### src/rtl/led_pattern_sequencer_macros.svh
// Assertion macros shared by the LED pattern sequencer RTL.
// Depends on nothing; included inside module bodies that carry checks.
`ifndef LED_PATTERN_SEQUENCER_MACROS_SVH
`define LED_PATTERN_SEQUENCER_MACROS_SVH

// Same-cycle implication, disabled while reset is high.
`define LPS_ASSERT_NOW(label, clk, rst, ante, cons, msg) \
   label: assert property (@(posedge clk) disable iff (rst) (ante) |-> (cons)) \
      else $error(msg);

// Next-cycle implication, disabled while reset is high.
`define LPS_ASSERT_NEXT(label, clk, rst, ante, cons, msg) \
   label: assert property (@(posedge clk) disable iff (rst) (ante) |=> (cons)) \
      else $error(msg);

`endif

### src/rtl/lps_pkg.sv
// Shared types, constants and helper functions for the LED pattern sequencer.
// Used by the channel interfaces and the top level; depends on nothing.
package lps_pkg;

   // Pattern store geometry.
   localparam int PATTERN_DEPTH = 32;
   localparam int PosW          = (PATTERN_DEPTH > 1) ? $clog2(PATTERN_DEPTH) : 1;
   localparam int LenW          = $clog2(PATTERN_DEPTH + 1);

   // Field widths of the words on the channels.
   localparam int ModeW   = 2;
   localparam int SymbolW = 8;
   localparam int LedW    = 4;
   localparam int PosOutW = 5;
   localparam int PeriodW = 16;
   localparam int CodeW   = 8;
   localparam int CsrIdxW = 1;

   // Reset values.
   localparam logic [PeriodW-1:0] PeriodMinReset = 16'd1860;
   localparam logic [PeriodW-1:0] PeriodMaxReset = 16'd29767;
   localparam logic [PeriodW-1:0] PeriodReset    = 16'd7441;
   localparam logic [LenW-1:0]    ActiveReset    = LenW'(8);
   localparam logic [SymbolW-1:0] CharZero       = 8'h30;

   // Item modes.
   typedef enum logic [ModeW-1:0] {
      MODE_TICK   = 2'd0,
      MODE_CHAR   = 2'd1,
      MODE_FASTER = 2'd2,
      MODE_SLOWER = 2'd3
   } mode_type;

   // Configuration register indexes.
   typedef enum logic [CsrIdxW-1:0] {
      CSR_PERIOD_MIN = 1'b0,
      CSR_PERIOD_MAX = 1'b1
   } csr_idx_type;

   // One result word.
   typedef struct packed {
      logic [LedW-1:0]    leds;
      logic [PosOutW-1:0] position;
      logic               loading;
      logic               running;
   } rsp_type;

   // Power-up contents of one store entry.
   function automatic logic [CodeW-1:0] initial_code(input int unsigned entry);
      logic [CodeW-1:0] code;
      case (entry)
         0:       code = 8'd0;
         1:       code = 8'd8;
         2:       code = 8'd12;
         3:       code = 8'd4;
         4:       code = 8'd6;
         5:       code = 8'd2;
         6:       code = 8'd3;
         7:       code = 8'd1;
         default: code = 8'd0;
      endcase
      return code;
   endfunction

   // Only these eight codes drive the LEDs.
   function automatic logic code_known(input logic [CodeW-1:0] code);
      return code inside {8'd0, 8'd8, 8'd12, 8'd4, 8'd6, 8'd2, 8'd3, 8'd1};
   endfunction

endpackage

### src/rtl/lps_if.sv
// Channel interfaces of the LED pattern sequencer: request, response, CSR.
// Depends on lps_pkg for field widths and the response word type.
interface lps_req_if;
   import lps_pkg::*;
   logic               valid;
   logic               ready;
   logic [ModeW-1:0]   mode;
   logic [SymbolW-1:0] symbol;
   modport source (output valid, output mode, output symbol, input ready);
   modport sink   (input valid, input mode, input symbol, output ready);
endinterface

interface lps_rsp_if;
   import lps_pkg::*;
   logic               valid;
   logic               ready;
   logic [LedW-1:0]    leds;
   logic [PosOutW-1:0] position;
   logic               loading;
   logic               running;
   modport source (output valid, output leds, output position, output loading,
                   output running, input ready);
   modport sink   (input valid, input leds, input position, input loading,
                   input running, output ready);
endinterface

interface lps_csr_if;
   import lps_pkg::*;
   logic               valid;
   logic               ready;
   logic [CsrIdxW-1:0] index;
   logic [PeriodW-1:0] data;
   modport source (output valid, output index, output data, input ready);
   modport sink   (input valid, input index, input data, output ready);
endinterface

### src/rtl/led_pattern_sequencer.sv
// Top level of the LED pattern sequencer: state, pattern store and output skid.
// Depends on lps_pkg, the channel interfaces in lps_if.sv and the macro header.
//
//  channel   | direction | word
//  ----------+-----------+---------------------------------------------
//  req_chan  | in        | mode, symbol
//  rsp_chan  | out       | leds, position, loading, running
//  csr_chan  | in        | index, data (period_min or period_max)
//
// One word is accepted per cycle while the skid is empty; its response is
// registered in the output register, or in the skid stage while rsp_chan is
// stalled. A two-entry output buffer (register plus skid) keeps req_chan ready
// while one response waits on a stalled rsp_chan. csr_chan is always ready.
// Synchronous active-high reset restores the pattern store and all state registers.
module led_pattern_sequencer (
   input  logic clock,
   input  logic reset,
   lps_req_if.sink   req_chan,
   lps_rsp_if.source rsp_chan,
   lps_csr_if.sink   csr_chan
);
   import lps_pkg::*;
   `include "led_pattern_sequencer_macros.svh"

   // State registers.
   logic [PeriodW-1:0] period_min_ff, period_max_ff;
   logic [CodeW-1:0]   store_ff [PATTERN_DEPTH];
   logic [PosW-1:0]    pos_ff, pos_in;
   logic [LenW-1:0]    active_ff, active_in;
   logic               phase_ff, phase_in;
   logic [LenW-1:0]    idx_ff, idx_in;
   logic [LenW-1:0]    len_ff, len_in;
   logic [PeriodW-1:0] period_ff, period_in;
   logic [PeriodW-1:0] count_ff, count_in;
   logic               enabled_ff, enabled_in;
   logic [LedW-1:0]    led_ff, led_in;

   // Output buffer.
   logic    rsp_valid_ff, rsp_valid_in;
   rsp_type rsp_ff, rsp_in;
   logic    skid_valid_ff, skid_valid_in;
   rsp_type skid_ff, skid_in;

   // Datapath helpers.
   logic               accept;
   logic               store_we;
   logic [PosW-1:0]    store_addr;
   logic [CodeW-1:0]   store_data;
   logic [LenW-1:0]    step_inc;
   logic [PosW-1:0]    step_next;
   logic [CodeW-1:0]   step_code;
   logic [SymbolW-1:0] sym_val;
   logic [LenW-1:0]    sym_len;
   logic [LenW-1:0]    idx_inc;
   logic [PeriodW-1:0] period_half;
   logic [PeriodW:0]   period_dbl;
   rsp_type            result;

   assign accept         = req_chan.valid && req_chan.ready;
   assign req_chan.ready = !skid_valid_ff;
   assign csr_chan.ready = 1'b1;

   // Next step position and the code stored there.
   assign step_inc  = LenW'(pos_ff) + LenW'(1);
   assign step_next = (step_inc >= active_ff || step_inc >= LenW'(PATTERN_DEPTH))
                      ? '0 : step_inc[PosW-1:0];
   assign step_code = store_ff[step_next];

   // Received character as a number, and as a saturated length.
   assign sym_val = req_chan.symbol - CharZero;
   assign sym_len = (sym_val > SymbolW'(PATTERN_DEPTH))
                    ? LenW'(PATTERN_DEPTH) : LenW'(sym_val);
   assign idx_inc = idx_ff + LenW'(1);

   // Period candidates for the two buttons.
   assign period_half = period_ff >> 1;
   assign period_dbl  = {period_ff, 1'b0};

   // Next-state logic for one accepted word.
   always_comb begin
      pos_in     = pos_ff;
      active_in  = active_ff;
      phase_in   = phase_ff;
      idx_in     = idx_ff;
      len_in     = len_ff;
      period_in  = period_ff;
      count_in   = count_ff;
      enabled_in = enabled_ff;
      led_in     = led_ff;
      store_we   = 1'b0;
      store_addr = idx_ff[PosW-1:0];
      store_data = sym_val;
      case (req_chan.mode)
         MODE_TICK: begin
            if (enabled_ff) begin
               if (count_ff >= period_ff) begin
                  count_in = '0;
                  pos_in   = step_next;
                  if (code_known(step_code)) begin
                     led_in = step_code[LedW-1:0];
                  end
               end else begin
                  count_in = count_ff + PeriodW'(1);
               end
            end
         end
         MODE_CHAR: begin
            enabled_in = 1'b0;
            if (!phase_ff) begin
               // A length of zero is ignored; the block keeps waiting.
               if (sym_val != '0) begin
                  len_in   = sym_len;
                  idx_in   = '0;
                  phase_in = 1'b1;
               end
            end else begin
               store_we = (idx_ff < LenW'(PATTERN_DEPTH));
               idx_in   = idx_inc;
               if (idx_inc >= len_ff) begin
                  phase_in   = 1'b0;
                  idx_in     = '0;
                  pos_in     = '0;
                  active_in  = len_ff;
                  enabled_in = 1'b1;
               end
            end
         end
         MODE_FASTER: begin
            period_in  = (period_half < period_min_ff) ? period_min_ff : period_half;
            count_in   = '0;
            enabled_in = 1'b1;
         end
         MODE_SLOWER: begin
            period_in  = (period_dbl > {1'b0, period_max_ff})
                         ? period_max_ff : period_dbl[PeriodW-1:0];
            count_in   = '0;
            enabled_in = 1'b1;
         end
         default: begin
            pos_in = pos_ff;
         end
      endcase
   end

   // Response word reflects the state after this word.
   always_comb begin
      result.leds     = led_in;
      result.position = PosOutW'(pos_in);
      result.loading  = phase_in;
      result.running  = enabled_in;
   end

   // Output register with a skid stage behind it.
   always_comb begin
      rsp_valid_in  = rsp_valid_ff;
      rsp_in        = rsp_ff;
      skid_valid_in = skid_valid_ff;
      skid_in       = skid_ff;
      if (!rsp_valid_ff || rsp_chan.ready) begin
         if (skid_valid_ff) begin
            rsp_valid_in  = 1'b1;
            rsp_in        = skid_ff;
            skid_valid_in = 1'b0;
         end else begin
            rsp_valid_in = accept;
            rsp_in       = result;
         end
      end else if (accept) begin
         skid_valid_in = 1'b1;
         skid_in       = result;
      end
   end

   assign rsp_chan.valid    = rsp_valid_ff;
   assign rsp_chan.leds     = rsp_ff.leds;
   assign rsp_chan.position = rsp_ff.position;
   assign rsp_chan.loading  = rsp_ff.loading;
   assign rsp_chan.running  = rsp_ff.running;

   // Control state and configuration registers.
   always_ff @(posedge clock) begin
      if (reset) begin
         period_min_ff <= PeriodMinReset;
         period_max_ff <= PeriodMaxReset;
         pos_ff        <= '0;
         active_ff     <= ActiveReset;
         phase_ff      <= 1'b0;
         idx_ff        <= '0;
         len_ff        <= '0;
         period_ff     <= PeriodReset;
         count_ff      <= '0;
         enabled_ff    <= 1'b1;
         led_ff        <= '0;
         rsp_valid_ff  <= 1'b0;
         skid_valid_ff <= 1'b0;
      end else begin
         if (csr_chan.valid && csr_chan.ready) begin
            case (csr_chan.index)
               CSR_PERIOD_MIN: period_min_ff <= csr_chan.data;
               CSR_PERIOD_MAX: period_max_ff <= csr_chan.data;
               default:        period_min_ff <= period_min_ff;
            endcase
         end
         if (accept) begin
            pos_ff     <= pos_in;
            active_ff  <= active_in;
            phase_ff   <= phase_in;
            idx_ff     <= idx_in;
            len_ff     <= len_in;
            period_ff  <= period_in;
            count_ff   <= count_in;
            enabled_ff <= enabled_in;
            led_ff     <= led_in;
         end
         rsp_valid_ff  <= rsp_valid_in;
         skid_valid_ff <= skid_valid_in;
      end
   end

   // Response payload registers need no reset.
   always_ff @(posedge clock) begin
      rsp_ff  <= rsp_in;
      skid_ff <= skid_in;
   end

   // Pattern store: reset loads the power-up pattern.
   always_ff @(posedge clock) begin
      if (reset) begin
         for (int i = 0; i < PATTERN_DEPTH; i++) begin
            store_ff[i] <= initial_code(i);
         end
      end else if (accept && store_we) begin
         store_ff[store_addr] <= store_data;
      end
   end

   // The skid stage only fills behind a held output word.
   `LPS_ASSERT_NOW(a_skid_behind_out, clock, reset, skid_valid_ff, rsp_valid_ff, "skid without output word")
   // The load index never reaches the announced length during a load.
   `LPS_ASSERT_NOW(a_load_index, clock, reset, phase_ff, (idx_ff < len_ff) && (len_ff != '0), "load index past length")
   // The step position stays inside the active pattern.
   `LPS_ASSERT_NOW(a_pos_in_range, clock, reset, 1'b1, (LenW'(pos_ff) < active_ff) && (active_ff <= LenW'(PATTERN_DEPTH)), "position outside pattern")
   // A word taken into the skid stage is presented next once the output drains.
   `LPS_ASSERT_NEXT(a_skid_drain, clock, reset, skid_valid_ff && rsp_chan.ready, rsp_valid_ff && (rsp_ff == $past(skid_ff)), "skid word lost")

endmodule

### src/flat_wrapper.sv
// flat-port wrapper written by rule: the top's interface ports become plain ports
module led_pattern_sequencer_flat import lps_pkg::*;
  (clock, reset, req_chan_valid, req_chan_mode, req_chan_symbol, req_chan_ready, rsp_chan_valid, rsp_chan_leds, rsp_chan_position, rsp_chan_loading, rsp_chan_running, rsp_chan_ready, csr_chan_valid, csr_chan_index, csr_chan_data, csr_chan_ready);
  lps_req_if req_chan_i ();
  lps_rsp_if rsp_chan_i ();
  lps_csr_if csr_chan_i ();
  input  logic clock;
  input  logic reset;
  input wire logic [$bits(req_chan_i.valid)-1:0] req_chan_valid;
  input wire logic [$bits(req_chan_i.mode)-1:0] req_chan_mode;
  input wire logic [$bits(req_chan_i.symbol)-1:0] req_chan_symbol;
  output wire logic [$bits(req_chan_i.ready)-1:0] req_chan_ready;
  output wire logic [$bits(rsp_chan_i.valid)-1:0] rsp_chan_valid;
  output wire logic [$bits(rsp_chan_i.leds)-1:0] rsp_chan_leds;
  output wire logic [$bits(rsp_chan_i.position)-1:0] rsp_chan_position;
  output wire logic [$bits(rsp_chan_i.loading)-1:0] rsp_chan_loading;
  output wire logic [$bits(rsp_chan_i.running)-1:0] rsp_chan_running;
  input wire logic [$bits(rsp_chan_i.ready)-1:0] rsp_chan_ready;
  input wire logic [$bits(csr_chan_i.valid)-1:0] csr_chan_valid;
  input wire logic [$bits(csr_chan_i.index)-1:0] csr_chan_index;
  input wire logic [$bits(csr_chan_i.data)-1:0] csr_chan_data;
  output wire logic [$bits(csr_chan_i.ready)-1:0] csr_chan_ready;
  assign req_chan_i.valid = req_chan_valid;
  assign req_chan_i.mode = req_chan_mode;
  assign req_chan_i.symbol = req_chan_symbol;
  assign req_chan_ready = req_chan_i.ready;
  assign rsp_chan_valid = rsp_chan_i.valid;
  assign rsp_chan_leds = rsp_chan_i.leds;
  assign rsp_chan_position = rsp_chan_i.position;
  assign rsp_chan_loading = rsp_chan_i.loading;
  assign rsp_chan_running = rsp_chan_i.running;
  assign rsp_chan_i.ready = rsp_chan_ready;
  assign csr_chan_i.valid = csr_chan_valid;
  assign csr_chan_i.index = csr_chan_index;
  assign csr_chan_i.data = csr_chan_data;
  assign csr_chan_ready = csr_chan_i.ready;
  led_pattern_sequencer u_core (.clock(clock), .reset(reset), .req_chan(req_chan_i), .rsp_chan(rsp_chan_i), .csr_chan(csr_chan_i));
endmodule
### config.mk
export PLATFORM = sky130hd
export DESIGN_NAME = led_pattern_sequencer_flat
export DESIGN_NICKNAME = d
export VERILOG_FILES = /design/src/rtl/lps_pkg.sv /design/src/rtl/lps_if.sv /design/src/rtl/led_pattern_sequencer.sv /design/src/flat_wrapper.sv
export VERILOG_INCLUDE_DIRS = /design/src /design/src/rtl
export SDC_FILE = /design/constraint.sdc
export NUM_CORES = 1
export LEC_CHECK = 0
export BUFFER_PORTS_ARGS = -buffer_cell sky130_fd_sc_hd__buf_2
export CELL_PAD_IN_SITES_DETAIL_PLACEMENT = 1
export CELL_PAD_IN_SITES_GLOBAL_PLACEMENT = 2
export CORE_MARGIN = 2
export CORE_UTILIZATION = 38
export CTS_CLUSTER_SIZE = 25
export DETAILED_ROUTE_END_ITERATION = 6
export PLACE_DENSITY_LB_ADDON = 0.15
export SYNTH_ARGS = -nofsm -noshare
export SYNTH_HDL_FRONTEND = slang
export SYNTH_SLANG_ARGS = --single-unit
### constraint.sdc
create_clock -name clock -period 3.86 [get_ports clock]
set_clock_uncertainty 0.15 [all_clocks]
set_input_delay 0.579 -clock clock [delete_from_list [all_inputs] [get_ports clock]]
set_output_delay 0.579 -clock clock [all_outputs]
set_load 0.05 [all_outputs]
Yosys cells after proc, flatten, opt, wreduce, memory -nomap -nowiden. Memories as Yosys holds them, arrays and structs flattened. Cells that the tools add are included.

Flip-flop bits (word level): 117. Bits in latches: 0. Memory bits (writable): 256. Bits in read-only memories: 0. Logic and storage cells: 119. Memories kept: 1.

Memory list: u_core.store_ff (words 32, bits a word 8, read ports 1, clocked after Yosys merged registers in 0, write ports 32, line led_pattern_sequencer.sv:27) `logic [CodeW-1:0] store_ff [PATTERN_DEPTH];`.

Add/sub/neg operators: 4. $mul: 0. Div/mod/pow operators: 0. Magnitude comparators: 8. Eq/ne operators: 11. Shift-type cells: 0. Multiplexer cells: 47. Bitwise gates (word level): 3. Reductions and logical operators: 24.

Operator list (number): two-way mux 8 bit (9); two-way mux 16 bit (4); one-hot mux 16 bit (2 select lines) (2); two-way mux 5 bit (6); two-way mux 6 bit (4); > comparator 17 x 16 -> 1 bit (1); adder 16 x 1 -> 16 bit, second input constant (1); equality test 8 x 2 -> 1 bit, second input constant (2); equality test 8 x 3 -> 1 bit, second input constant (2); equality test 8 x 4 -> 1 bit, second input constant (2); >= comparator 16 bit (1); < comparator 15 x 16 -> 1 bit (1); two-way mux 4 bit (4); nonzero test 8 bit (2); two-way mux 1 bit (15); >= comparator 6 bit (2); two-way mux 11 bit (1); one-hot mux 5 bit (2 select lines) (1); equality test 8 x 1 -> 1 bit, second input constant (1); > comparator 8 x 6 -> 1 bit, second input constant (1); logical NOT 8 bit (1); AND reduction 2 bit (4); AND reduction 4 bit (2); OR reduction 8 bit (1); 17 further kinds (27).

Depth between registers and ports, before layout. Gate-level depths: netlist of the first run. An unclocked memory read counts as a cell.

Depth after elaboration: 12. Depth in mapped cells: 18.

Worst setup path after synthesis of the first run. Ideal clock, no wire load.

Path kind: register to register. Start: register u_core.pos_ff[0]. End: register u_core.rsp_ff, in the netlist u_core.rsp_chan.leds[3] (data pin). Setup time: 0.260 ns. Arrival: 3.735 ns. Required time: 3.450 ns. Slack: -0.285 ns. Cell stages (with the launch flop): 16. Cell sequence: dfxtp_1 > ha_1 > buf_2 > xor2_1 > ha_1 > nand4_1 > o211ai_2 > buf_2 > buf_6 > mux2i_1 > o22ai_1 > o32ai_1 > nand2_1 > a211oi_1 > a21oi_2 > mux2_2.

Longest elaborated chain between the ends: 12. Elaborated cells on any way between the ends: 20. Those cells by class: add/sub: 1; order compare: 2; eq/ne: 7; mux: 6; reduce/logical: 3; memory: 1.

RTL lines: start, declared (line led_pattern_sequencer.sv:28) `logic [PosW-1:0] pos_ff, pos_in;`; start signal, assigned (line led_pattern_sequencer.sv:205) `pos_ff <= pos_in;`; adder 5 x 1 -> 6 bit (*) (line led_pattern_sequencer.sv:64) `assign step_inc = LenW'(pos_ff) + LenW'(1);`; >= comparator 6 bit (line led_pattern_sequencer.sv:65) `assign step_next = (step_inc >= active_ff || step_inc >= LenW'(PATTERN_DEPTH))`; logical OR 1 bit (line led_pattern_sequencer.sv:65); two-way mux 5 bit (*) (line led_pattern_sequencer.sv:66) `? '0 : step_inc[PosW-1:0];`; memory (32 x 8 bit) (*); equality test 8 x 4 -> 1 bit (tied with other cells) (line lps_pkg.sv:67) `return code inside {8'd0, 8'd8, 8'd12, 8'd4, 8'd6, 8'd2, 8'd3, 8'd1};`; nonzero test 8 bit (line lps_pkg.sv:67); two-way mux 4 bit (*) (line led_pattern_sequencer.sv:99) `if (code_known(step_code)) begin`; two-way mux 4 bit (*) (line led_pattern_sequencer.sv:96) `if (count_ff >= period_ff) begin`; two-way mux 4 bit (*) (line led_pattern_sequencer.sv:95) `if (enabled_ff) begin`; two-way mux 4 bit (*) (line led_pattern_sequencer.sv:93) `case (req_chan.mode)`; via u_core.led_in[3] (line led_pattern_sequencer.sv:36) `logic [LedW-1:0] led_ff, led_in;`; two-way mux 11 bit (*) (line led_pattern_sequencer.sv:160) `if (skid_valid_ff) begin`; end signal, assigned (line led_pattern_sequencer.sv:222) `rsp_ff <= rsp_in;`; end, declared (line led_pattern_sequencer.sv:40) `rsp_type rsp_ff, rsp_in;`.

The timed path passes the listed nets; every way through them passes the cells marked *. A chain may end at the register's enable or synchronous reset.

Final worst setup path of the first run.
Start: register u_core.pos_ff[0]. End: register u_core.rsp_ff, in the netlist u_core.rsp_chan.leds[1] (data pin).

Longest elaborated chain between the ends: 12. Elaborated cells on any way between the ends: 20. Those cells by class: add/sub: 1; order compare: 2; eq/ne: 7; mux: 6; reduce/logical: 3; memory: 1.

RTL lines (line): adder 5 x 1 -> 6 bit (*) (led_pattern_sequencer.sv:64); >= comparator 6 bit (led_pattern_sequencer.sv:65); logical OR 1 bit (led_pattern_sequencer.sv:65); two-way mux 5 bit (*) (led_pattern_sequencer.sv:66); memory (32 x 8 bit) (*); equality test 8 x 4 -> 1 bit (tied with other cells) (lps_pkg.sv:67); nonzero test 8 bit (lps_pkg.sv:67); two-way mux 4 bit (*) (led_pattern_sequencer.sv:99); two-way mux 4 bit (*) (led_pattern_sequencer.sv:96); two-way mux 4 bit (*) (led_pattern_sequencer.sv:95); two-way mux 4 bit (*) (led_pattern_sequencer.sv:93); two-way mux 11 bit (*) (led_pattern_sequencer.sv:160).

Mark *: on every way between the ends. The rest lies on a longest branch, timed or not.

==> flow_metrics.py, run 1 <==
metrics = {
    "global_routing": {
        "gr-total-overflow": 0,
        "grt_max_degree": 39,
        "grt_pass1_wl_um": 89100,
        "track_usage_pct": 23.6,
        "grt_pass1_vias": 14548,
        "grt_antenna_before_repair": 0,
    },
    "power": {
        "p_leak_nw": 8.86,
        "p_per_area_nw_per_um2": 457,
        "power.total_mw": 10.1,
        "ir_drop_mv": 0.328,
    },
    "critical_path": {
        "critPathKind": "flip-flop to flip-flop",
        "cp_data_arrival_time_ps": 4070,
        "cp-end-kind": "flip-flop",
        "critPathLaunchType": "flip-flop",
        "path_max_fanout": 6,
        "required_ps": 4110,
    },
    "layout": {
        "final-instance-count-excl-fill": 2481,
        "final-seq-area_um2": 10300,
        "final_util_pct": 46.5,
        "fillers": 5122,
        "layout_common_cells": "edfxtp_1, nand2_1, nor2_1",
        "num_antenna_cells": 0,
        "areaGrowthSynthToFinish_pct": 21.4,
        "layout_commonest_cell": "edfxtp_1",
        "fin_nets": 1931,
        "multi_input_area_um2": 7830,
        "drive_above_1_share_pct": 20.4,
    },
    "timing": {
        "grt_setup_unrepaired": "yes",
        "fin_crit_ps": 3820,
        "finalSetupViolCount": 0,
        "worstMarginPinSlew_ps": 1210,
        "fin_crit_sh_pct": 99.0,
        "relSlewSlack_pct": 19.1,
        "drv_slew": 0,
        "hold_violations": 0,
        "fmax_mhz": 262,
        "setup_ws_ps": 38.1,
    },
    "logic_synthesis": {
        "syn_inst": 1707,
        "ys_seq_elements": 373,
        "synth-edff-count": 278,
        "synth_warnings": 0,
        "syn_nets": 1804,
        "ys_seq_area_share_pct": 56.3,
        "syn_area_um2": 18200,
        "synth_flop_cell": "edfxtp_1",
        "synthArstFlopShare_pct": 0,
        "synth.distinct_cells": 83,
        "syn_avg_cell_area_um2": 10.7,
    },
    "die": {
        "rows": 80,
        "die_h_um": 223,
        "ios": 46,
        "die_area_um2": 49700,
        "die_x_um": 223,
        "core_area_um2": 47500,
        "start_util_pct": 38.3,
    },
    "routing": {
        "finalWirelength_um": 59500,
        "wl_met2_um": 30100,
        "wl_per_cell_um": 24.0,
        "drt_iter0_drc": 856,
        "top_layer_used": "met4",
        "wl_met1_um": 25000,
        "drc": 0,
        "ant_nets": 0,
        "vias": 14019,
        "wl_met3_um": 1940,
        "first_pass_iters": 5,
        "viasPerCell": 5.65,
    },
    "clock_network": {
        "cts-root-buf": "clkbuf_16",
        "cts_tree": "built",
        "numCtsBuffers": 43,
        "clk_pin_slew_ps": 60,
        "insertion_delay_ps": 580,
        "cts_buffer_depth": 3,
        "ctsHoldBuffers": 0,
        "clkSinkCount": 373,
        "h-tree-depth": 2,
    },
    "placed_design": {
        "dp_cells": 2368,
        "port_buffers": 44,
        "place_congestion": 0.880,
        "dp_hpwl_um": 40800,
        "place_ws_ps": -397,
    },
    "job": {
        "maxCapViolations": 0,
    },
    "min_path": {
        "hold_class": "input pin to flip-flop",
    },
    "outcome": {
        "status": "finished clean",
    },
}
final timing paths:
check	start	to	slack, ps	depth (start not counted)
worst max register to register	u_core.pos_ff[0]$_SDFFE_PP0P_	u_core.rsp_chan.leds[1]$_DFFE_PP_	40	17
worst max-delay path	u_core.pos_ff[0]$_SDFFE_PP0P_	u_core.rsp_chan.leds[1]$_DFFE_PP_	40	17
worst min-delay path	csr_chan_data[8]	u_core.period_min_ff[8]$_SDFFE_PP1P_	110	3
worst min register to register	u_core.enabled_ff$_SDFFE_PP1P_	u_core.enabled_ff$_SDFFE_PP1P_	310	2
power by group:
group / switching [mW] / total (mW) / leakage, nW / internal [mW]
clock: 1.67 / 4.00 / 0.650 / 2.33
sequential: 0.0933 / 4.57 / 3.45 / 4.48
combinational: 0.941 / 1.55 / 4.76 / 0.609
kinds of logic after synthesis:
logic type,Yosys count,share of synthesized area [%]
simple gates,678,17.8
mux,74,4.35
compound gates,316,12.3
flops,373,56.3
fa+ha+maj,65,4.46
buf+inv,191,4.31
other cells,1,0.0206
xor+xnor,9,0.474
cells in the mapped netlist, drive strengths merged (6+ instances only):
| cell | instances | area share (%) |
|---|---|---|
| mux2i | 54 | 3.0 |
| nand3b | 13 | 0.54 |
| inv | 70 | 1.4 |
| o22ai | 12 | 0.41 |
| a21oi | 79 | 2.2 |
| o221ai | 6 | 0.29 |
| o211ai | 30 | 1.3 |
| nor4 | 25 | 0.86 |
| a211oi | 13 | 0.66 |
| buf | 24 | 0.87 |
| o21ai | 41 | 1.2 |
| nand2b | 6 | 0.21 |
| ha | 65 | 4.5 |
| nor2 | 195 | 4.0 |
| a22oi | 13 | 0.54 |
| a21o | 27 | 1.1 |
| or3 | 15 | 0.52 |
| a31oi | 15 | 0.60 |
| clkbuf | 97 | 2.0 |
| a2111oi | 9 | 0.47 |
| mux2 | 19 | 1.2 |
| nor3 | 19 | 0.55 |
| and2 | 8 | 0.27 |
| nand3 | 26 | 0.71 |
| dfxtp | 95 | 10 |
| a221o | 6 | 0.33 |
| nand2 | 200 | 4.1 |
| o41ai | 6 | 0.29 |
| edfxtp | 278 | 46 |
| and3 | 133 | 4.6 |
| nor2b | 12 | 0.41 |
layer usage:
layer / track usage (%) / up-vias
met5: 0 / -
li1: - / 6507
met3: 3.12 / 115
met2: 41.9 / 262
met1: 28.9 / 7135
met4: 9.89 / 0
registers in the layout (all words and copies together) (netlist names), 4 cells and up:
signal	flops
u_core.rsp_chan.leds	4
u_core.rsp_chan.position	5
u_core.led_ff	4
u_core.len_ff	6
u_core.store_ff	256
u_core.period_max_ff	16
u_core.period_ff	16
u_core.active_ff	6
u_core.idx_ff	6
u_core.pos_ff	5
u_core.skid_ff	11
u_core.count_ff	16
u_core.period_min_ff	16
cell type report:
cell class | count | area share [%]
clock inverter | 22 | 0.973
sequential | 373 | 46.4
inverter | 70 | 1.19
multi-input combinational | 1143 | 35.4
tap | 615 | 3.48
clock buffer | 55 | 5.11
timing repair buffer | 203 | 7.49
critical path, stage by stage (launching register included):
cell      delay, ps
dfxtp_4         370
ha_4            180
buf_8           130
xor2_4          180
ha_4            170
a21oi_4         160
o21a_4          170
buf_4           110
o21ai_1         200
buf_4           240
a311o_1         320
a21oi_1         330
o32ai_2         160
o21ai_4         150
buf_4           180
a211oi_2         50
buf_4           150
o31ai_2         210
metrics by stage:
step	cell area [um^2]	hold WS, ps	TNS [ps]
after floorplan	18300	271	0
after global placement	19900	292	-2040
after detailed placement	19900	307	-3040
after CTS	21500	69.0	-34.5
after global routing	22100	107	-589
final	22100	108	0
what timing repair did:
action                                 in CTS  in global routing
setup endpoints to repair                  12                 12
endpoints found under the hold margin       0                  0
cloned                                      1                  4
pin swaps                                  12                 30
setup buffers                              10                 22
gates resized for setup                    41                 69
Power figures use the tool's default switching activity.
==> run 2: changes to the inputs <==
--- a/config.mk
+++ b/config.mk
@@ -10,7 +10,8 @@
 export CELL_PAD_IN_SITES_DETAIL_PLACEMENT = 1
 export CELL_PAD_IN_SITES_GLOBAL_PLACEMENT = 2
 export CORE_MARGIN = 2
-export CORE_UTILIZATION = 38
+export CORE_UTILIZATION = 39
+export CTS_BUF_LIST = sky130_fd_sc_hd__clkbuf_4 sky130_fd_sc_hd__clkbuf_8
 export CTS_CLUSTER_SIZE = 25
 export DETAILED_ROUTE_END_ITERATION = 6
 export PLACE_DENSITY_LB_ADDON = 0.15
==> flow_metrics.py, run 2 (synthesis results as in run 1) <==
metrics = {
    "clock_network": {
        "insertion_delay_ps": 650,
        "clk_pin_slew_ps": 60,
        "cts_buffer_depth": 3,
        "numCtsBuffers": 68,
        "cts-root-buf": "clkbuf_8",
        "cts_tree": "built",
        "h-tree-depth": 3,
        "clkSinkCount": 373,
    },
    "critical_path": {
        "worst-r2r-cell-count": 15,
        "critPathKind": "flip-flop to flip-flop",
        "crit_path_cell_trace": "ha_4 > buf_12 > buf_4 > a41o_1 > mux2_4 > buf_4 > buf_4 > o41ai_1 > o21ai_1 > a31o_2 > o221a_2 > a211o_4 > a211oi_4 > a21oi_2 > mux2_4",
        "slowest_delay_ps": 370,
        "cp-end-kind": "flip-flop",
        "path_max_fanout": 6,
        "cp_data_arrival_time_ps": 4140,
        "cp_common_cell": "buf_4",
        "critPathLaunchType": "flip-flop",
        "worst_path_max_delay_cell": "dfxtp_4",
        "required_ps": 4130,
    },
    "global_routing": {
        "grt_pass1_wl_um": 88000,
        "grt_antenna_before_repair": 2,
        "gr-total-overflow": 0,
        "grt_max_degree": 46,
        "grt_pass1_vias": 14680,
        "track_usage_pct": 24.3,
    },
    "routing": {
        "drc": 0,
        "drt_iter0_drc": 794,
        "viasPerCell": 5.56,
        "finalWirelength_um": 58500,
        "ant_nets": 0,
        "vias": 14037,
        "wl_per_cell_um": 23.1,
        "first_pass_iters": 5,
    },
    "layout": {
        "fin_nets": 1964,
        "final_util_pct": 47.5,
        "areaGrowthSynthToFinish_pct": 21.0,
        "fin_area_um2": 22000,
        "layout_common_cells": "edfxtp_1, nand2_1, nor2_1",
        "layout_commonest_cell": "edfxtp_1",
        "regMostFlops": "u_core.store_ff",
        "largest_reg_flops": 256,
        "drive_above_1_share_pct": 21.9,
    },
    "timing": {
        "fin_crit_ps": 3870,
        "drv_slew": 0,
        "grt_setup_unrepaired": "yes",
        "hold_violations": 0,
        "setup_ws_ps": -6.99,
        "holdWs_ps": 49.9,
        "fmax_mhz": 259,
        "worstMarginPinSlew_ps": 984,
        "relSlewSlack_pct": 34.2,
        "fin_crit_sh_pct": 100,
        "finalSetupViolCount": 1,
    },
    "die": {
        "die_x_um": 220,
        "die_area_um2": 48500,
        "die_h_um": 220,
        "core_area_um2": 46400,
        "start_util_pct": 39.3,
        "ios": 46,
        "rows": 79,
    },
    "outcome": {
        "violations": "negative setup slack",
        "status": "complete, but fails checks",
    },
    "power": {
        "p_per_area_nw_per_um2": 442,
        "p_leak_nw": 8.89,
        "power.total_mw": 9.75,
        "ir_drop_mv": 0.269,
    },
    "placed_design": {
        "port_buffers": 44,
        "dp_hpwl_um": 40400,
        "placed_cell_area_um2": 19900,
        "place_congestion": 0.892,
    },
    "job": {
        "maxCapViolations": 0,
    },
    "min_path": {
        "hold_class": "input pin to flip-flop",
        "hold_depth": 3,
    },
}
[run 2: worst paths after layout]
| path | start | endpoint | slack [ps] |
|---|---|---|---|
| max | u_core.pos_ff[1]$_SDFFE_PP0P_ | u_core.rsp_chan.leds[3]$_DFFE_PP_ | -7 |
| min | csr_chan_data[14] | u_core.period_max_ff[14]$_SDFFE_PP1P_ | 50 |
| max reg2reg | u_core.pos_ff[1]$_SDFFE_PP0P_ | u_core.rsp_chan.leds[3]$_DFFE_PP_ | -7 |
| min reg2reg | u_core.period_max_ff[8]$_SDFFE_PP0P_ | u_core.period_max_ff[8]$_SDFFE_PP0P_ | 300 |
[run 2: per-stage QoR]
step | instances | setup WS, ps | TNS, ps
CTS | 2508 | 0.687 | 0
finish | 2526 | -6.99 | -6.99
global route | 2526 | -101 | -495
detailed placement | 2370 | -363 | -2550
floorplan | 1707 | 7.96 | 0
global placement | 2370 | -284 | -1980
[run 2: what timing repair did]
item                       4_1_cts  5_1_grt
cloned                           0        2
hold endpoints to repair        18        0
setup buffers                    4       16
resized for setup               31       64
pin swaps                        7       26
hold buffers                    13        0
setup endpoints to repair       12       12
[run 2: per-layer routing]
layer / up-vias / track usage, % / wire [um]
met5: - / 0 / 0
met2: 254 / 44.1 / 30500
met3: 100 / 3.99 / 1900
met1: 7090 / 28.9 / 24400
met4: 0 / 8.77 / 1680
li1: 6593 / - / -
[run 2: report_power, final]
part | switching [mW] | internal, mW | leakage, nW
sequential | 0.0923 | 4.48 | 3.45
combinational | 0.915 | 0.575 | 4.75
clock | 1.73 | 1.96 | 0.684
[run 2: worst max-delay path, delay by kind of cell, from the launching register on]
kind | cells | cell delay (ps)
DFF | 1 | 370
AOI/OAI and AO/OA | 8 | 1780
muxes | 2 | 580
adders and majority gates | 1 | 190
buffers and inverters | 4 | 590
[run 2: final cells by class]
class | instances | area [um^2]
Antenna cell | 1 | 2.50
Clock buffer | 94 | 1170
Clock inverter | 27 | 133
Fill cell | 5025 | 24300
Inverter | 70 | 263
Multi-Input combinational cell | 1143 | 7770
Sequential cell | 373 | 10300
Tap cell | 607 | 759
Timing Repair Buffer | 211 | 1680
==> run 3: changes to the inputs <==
==> constraint.sdc (replaced) <==
create_clock -name clock -period 3.86 [get_ports clock]
set_clock_uncertainty 0.15 [all_clocks]
set_input_delay 0.772 -clock clock [delete_from_list [all_inputs] [get_ports clock]]
set_output_delay 0.772 -clock clock [all_outputs]
set_load 0.05 [all_outputs]
==> flow_metrics.py, run 3 (synthesis results as in run 1) <==
metrics = {
    "outcome": {
        "status": "complete, but fails checks",
        "violations": "negative setup slack",
    },
    "placed_design": {
        "dp_cells": 2374,
        "dp_hpwl_um": 40600,
        "placed_cell_area_um2": 20000,
        "place_congestion": 0.947,
        "place_ws_ps": -250,
        "port_buffers": 44,
    },
    "critical_path": {
        "cp_common_cell": "ha_4",
        "required_ps": 4100,
        "regToRegStartpoint": "u_core.pos_ff[1]$_SDFFE_PP0P_",
        "slowest_delay_ps": 400,
        "worst-r2r-cell-count": 16,
        "crit_path_cell_trace": "ha_4 > nand3_4 > xnor2_4 > ha_4 > nand4_1 > buf_6 > o211ai_4 > buf_12 > mux2i_2 > o221ai_1 > o32ai_1 > buf_4 > nand2_1 > a211oi_4 > a21oi_4 > mux2_4",
        "worst_path_max_delay_cell": "dfxtp_4",
        "cp_data_arrival_time_ps": 4120,
        "critPathLaunchType": "flip-flop",
        "cp-end-kind": "flip-flop",
        "cp_num_buf_inv": 3,
        "path_max_fanout": 8,
        "critPathKind": "flip-flop to flip-flop",
        "crit_family": "compound AO/OA/AOI/OAI gates",
        "worstReg2RegEnd": "u_core.rsp_chan.leds[3]$_DFFE_PP_",
        "reg2reg_setup_slack_ps": -10,
    },
    "clock_network": {
        "clk_pin_slew_ps": 60,
        "clkSinkCount": 373,
        "cts-root-buf": "clkbuf_8",
        "cts_buffer_depth": 3,
        "cts_tree": "built",
        "numCtsBuffers": 68,
        "ctsHoldBuffers": 0,
        "insertion_delay_ps": 660,
        "h-tree-depth": 3,
    },
    "timing": {
        "setup_ws_ps": -13.0,
        "relSlewSlack_pct": 20.5,
        "fmax_mhz": 258,
        "hold_violations": 0,
        "fin_crit_sh_pct": 100,
        "final.setup.tns_ps": -13.0,
        "worstMarginPinSlew_ps": 1190,
        "fin_crit_ps": 3870,
        "drv_slew": 0,
        "finalSetupViolCount": 1,
        "grt_setup_unrepaired": "yes",
    },
    "routing": {
        "first_pass_iters": 5,
        "ant_nets": 0,
        "finalWirelength_um": 58700,
        "viasPerCell": 5.59,
        "wl_per_cell_um": 23.2,
        "drc": 0,
        "drt_iter0_drc": 777,
        "vias": 14105,
    },
    "job": {
        "maxCapViolations": 0,
    },
    "min_path": {
        "hold_class": "input pin to flip-flop",
        "min_to": "u_core.period_max_ff[6]$_SDFFE_PP1P_",
        "hold_depth": 3,
        "min_from": "csr_chan_data[6]",
    },
    "layout": {
        "areaGrowthSynthToFinish_pct": 20.7,
        "layout_common_cells": "edfxtp_1, nand2_1, nor2_1",
        "final-instance-count-excl-fill": 2525,
        "regMostFlops": "u_core.store_ff",
        "fin_area_um2": 22000,
        "fillers": 5046,
        "num_antenna_cells": 0,
        "fin_nets": 1967,
        "layout_commonest_cell": "edfxtp_1",
        "drive_above_1_share_pct": 22.3,
        "final_util_pct": 47.5,
        "largest_reg_flops": 256,
    },
    "power": {
        "p_leak_nw": 8.90,
        "ir_drop_mv": 0.278,
        "p_per_area_nw_per_um2": 440,
    },
    "global_routing": {
        "grt_max_degree": 46,
        "track_usage_pct": 24.3,
        "grt_pass1_wl_um": 88400,
        "grt_pass1_vias": 14654,
        "gr-total-overflow": 0,
        "grt_antenna_before_repair": 0,
    },
    "die": {
        "start_util_pct": 39.3,
        "die_area_um2": 48500,
        "rows": 79,
        "die_h_um": 220,
        "ios": 46,
        "core_area_um2": 46400,
        "die_x_um": 220,
    },
}
[run 3: cell count changes in the layout (fill, tap and decap cells not counted), sizes merged]
cell and delta:
inv -1, clkinvlp +1, diode -1, dlygate4sd3 -13, buf +13, clkinv -7
clkbuf +7
[run 3: where the power goes]
part	total (mW)	internal [mW]	leakage, nW	switching, mW
clock network	3.61	1.94	0.667	1.67
logic	1.49	0.585	4.78	0.901
registers	4.57	4.48	3.45	0.0951
[run 3: repair_timing]
| action | CTS | global route |
|---|---|---|
| gates cloned | 0 | 3 |
| pin swaps | 7 | 32 |
| gates resized for setup | 18 | 70 |
| setup buffers | 13 | 18 |
| endpoints found under the setup margin | 11 | 12 |
[run 3: layout make-up]
class	instances	area (um^2)	area share [%]
flip-flops and latches	373	10300	46.6
multi-input cells	1143	7710	35.1
repair buffers	214	1730	7.87
clock buffers	98	1170	5.31
well taps	607	759	3.45
inverters	70	263	1.19
clock inverters	20	105	0.478
[run 3: stage by stage]
step	hold WS, ps	total power, mW
after floorplan	271	5.37
after global placement	296	5.93
after detailed placement	302	5.95
after CTS	155	9.62
after global routing	194	10.1
final	211	9.67
[run 3: worst max path at each step]
| stage | end | cells past startpoint | from | slack, ps |
|---|---|---|---|---|
| CTS | u_core.rsp_chan.leds[3]$_DFFE_PP_ | 18 | u_core.pos_ff[1]$_SDFFE_PP0P_ | 10 |
| finish | u_core.rsp_chan.leds[3]$_DFFE_PP_ | 16 | u_core.pos_ff[1]$_SDFFE_PP0P_ | -10 |
| floorplan | u_core.rsp_chan.leds[3]$_DFFE_PP_ | 16 | u_core.pos_ff[0]$_SDFFE_PP0P_ | 8 |
| global placement | u_core.rsp_chan.leds[2]$_DFFE_PP_ | 16 | u_core.pos_ff[1]$_SDFFE_PP0P_ | -130 |
| global route | u_core.led_ff[2]$_SDFFE_PP0P_ | 18 | u_core.pos_ff[1]$_SDFFE_PP0P_ | -110 |
| detailed placement | u_core.rsp_chan.leds[2]$_DFFE_PP_ | 16 | u_core.pos_ff[1]$_SDFFE_PP0P_ | -250 |
[run 3: metal layers]
layer	share of wire, %	vias to the layer above	wire, um	track usage, %
met3	3.4	90	1970	4.10
li1	-	6587	-	-
met4	2.5	0	1490	7.65
met2	53	242	30800	44.6
met5	0	-	0	0
met1	42	7186	24400	29.0
[run 3: worst register-to-register path, stage by stage, from the launching register on]
cell	delay, ps
dfxtp_4	400
ha_4	180
nand3_4	100
xnor2_4	150
ha_4	290
nand4_1	110
buf_6	170
o211ai_4	300
buf_12	180
mux2i_2	260
o221ai_1	230
o32ai_1	170
buf_4	170
nand2_1	100
a211oi_4	320
a21oi_4	60
mux2_4	260
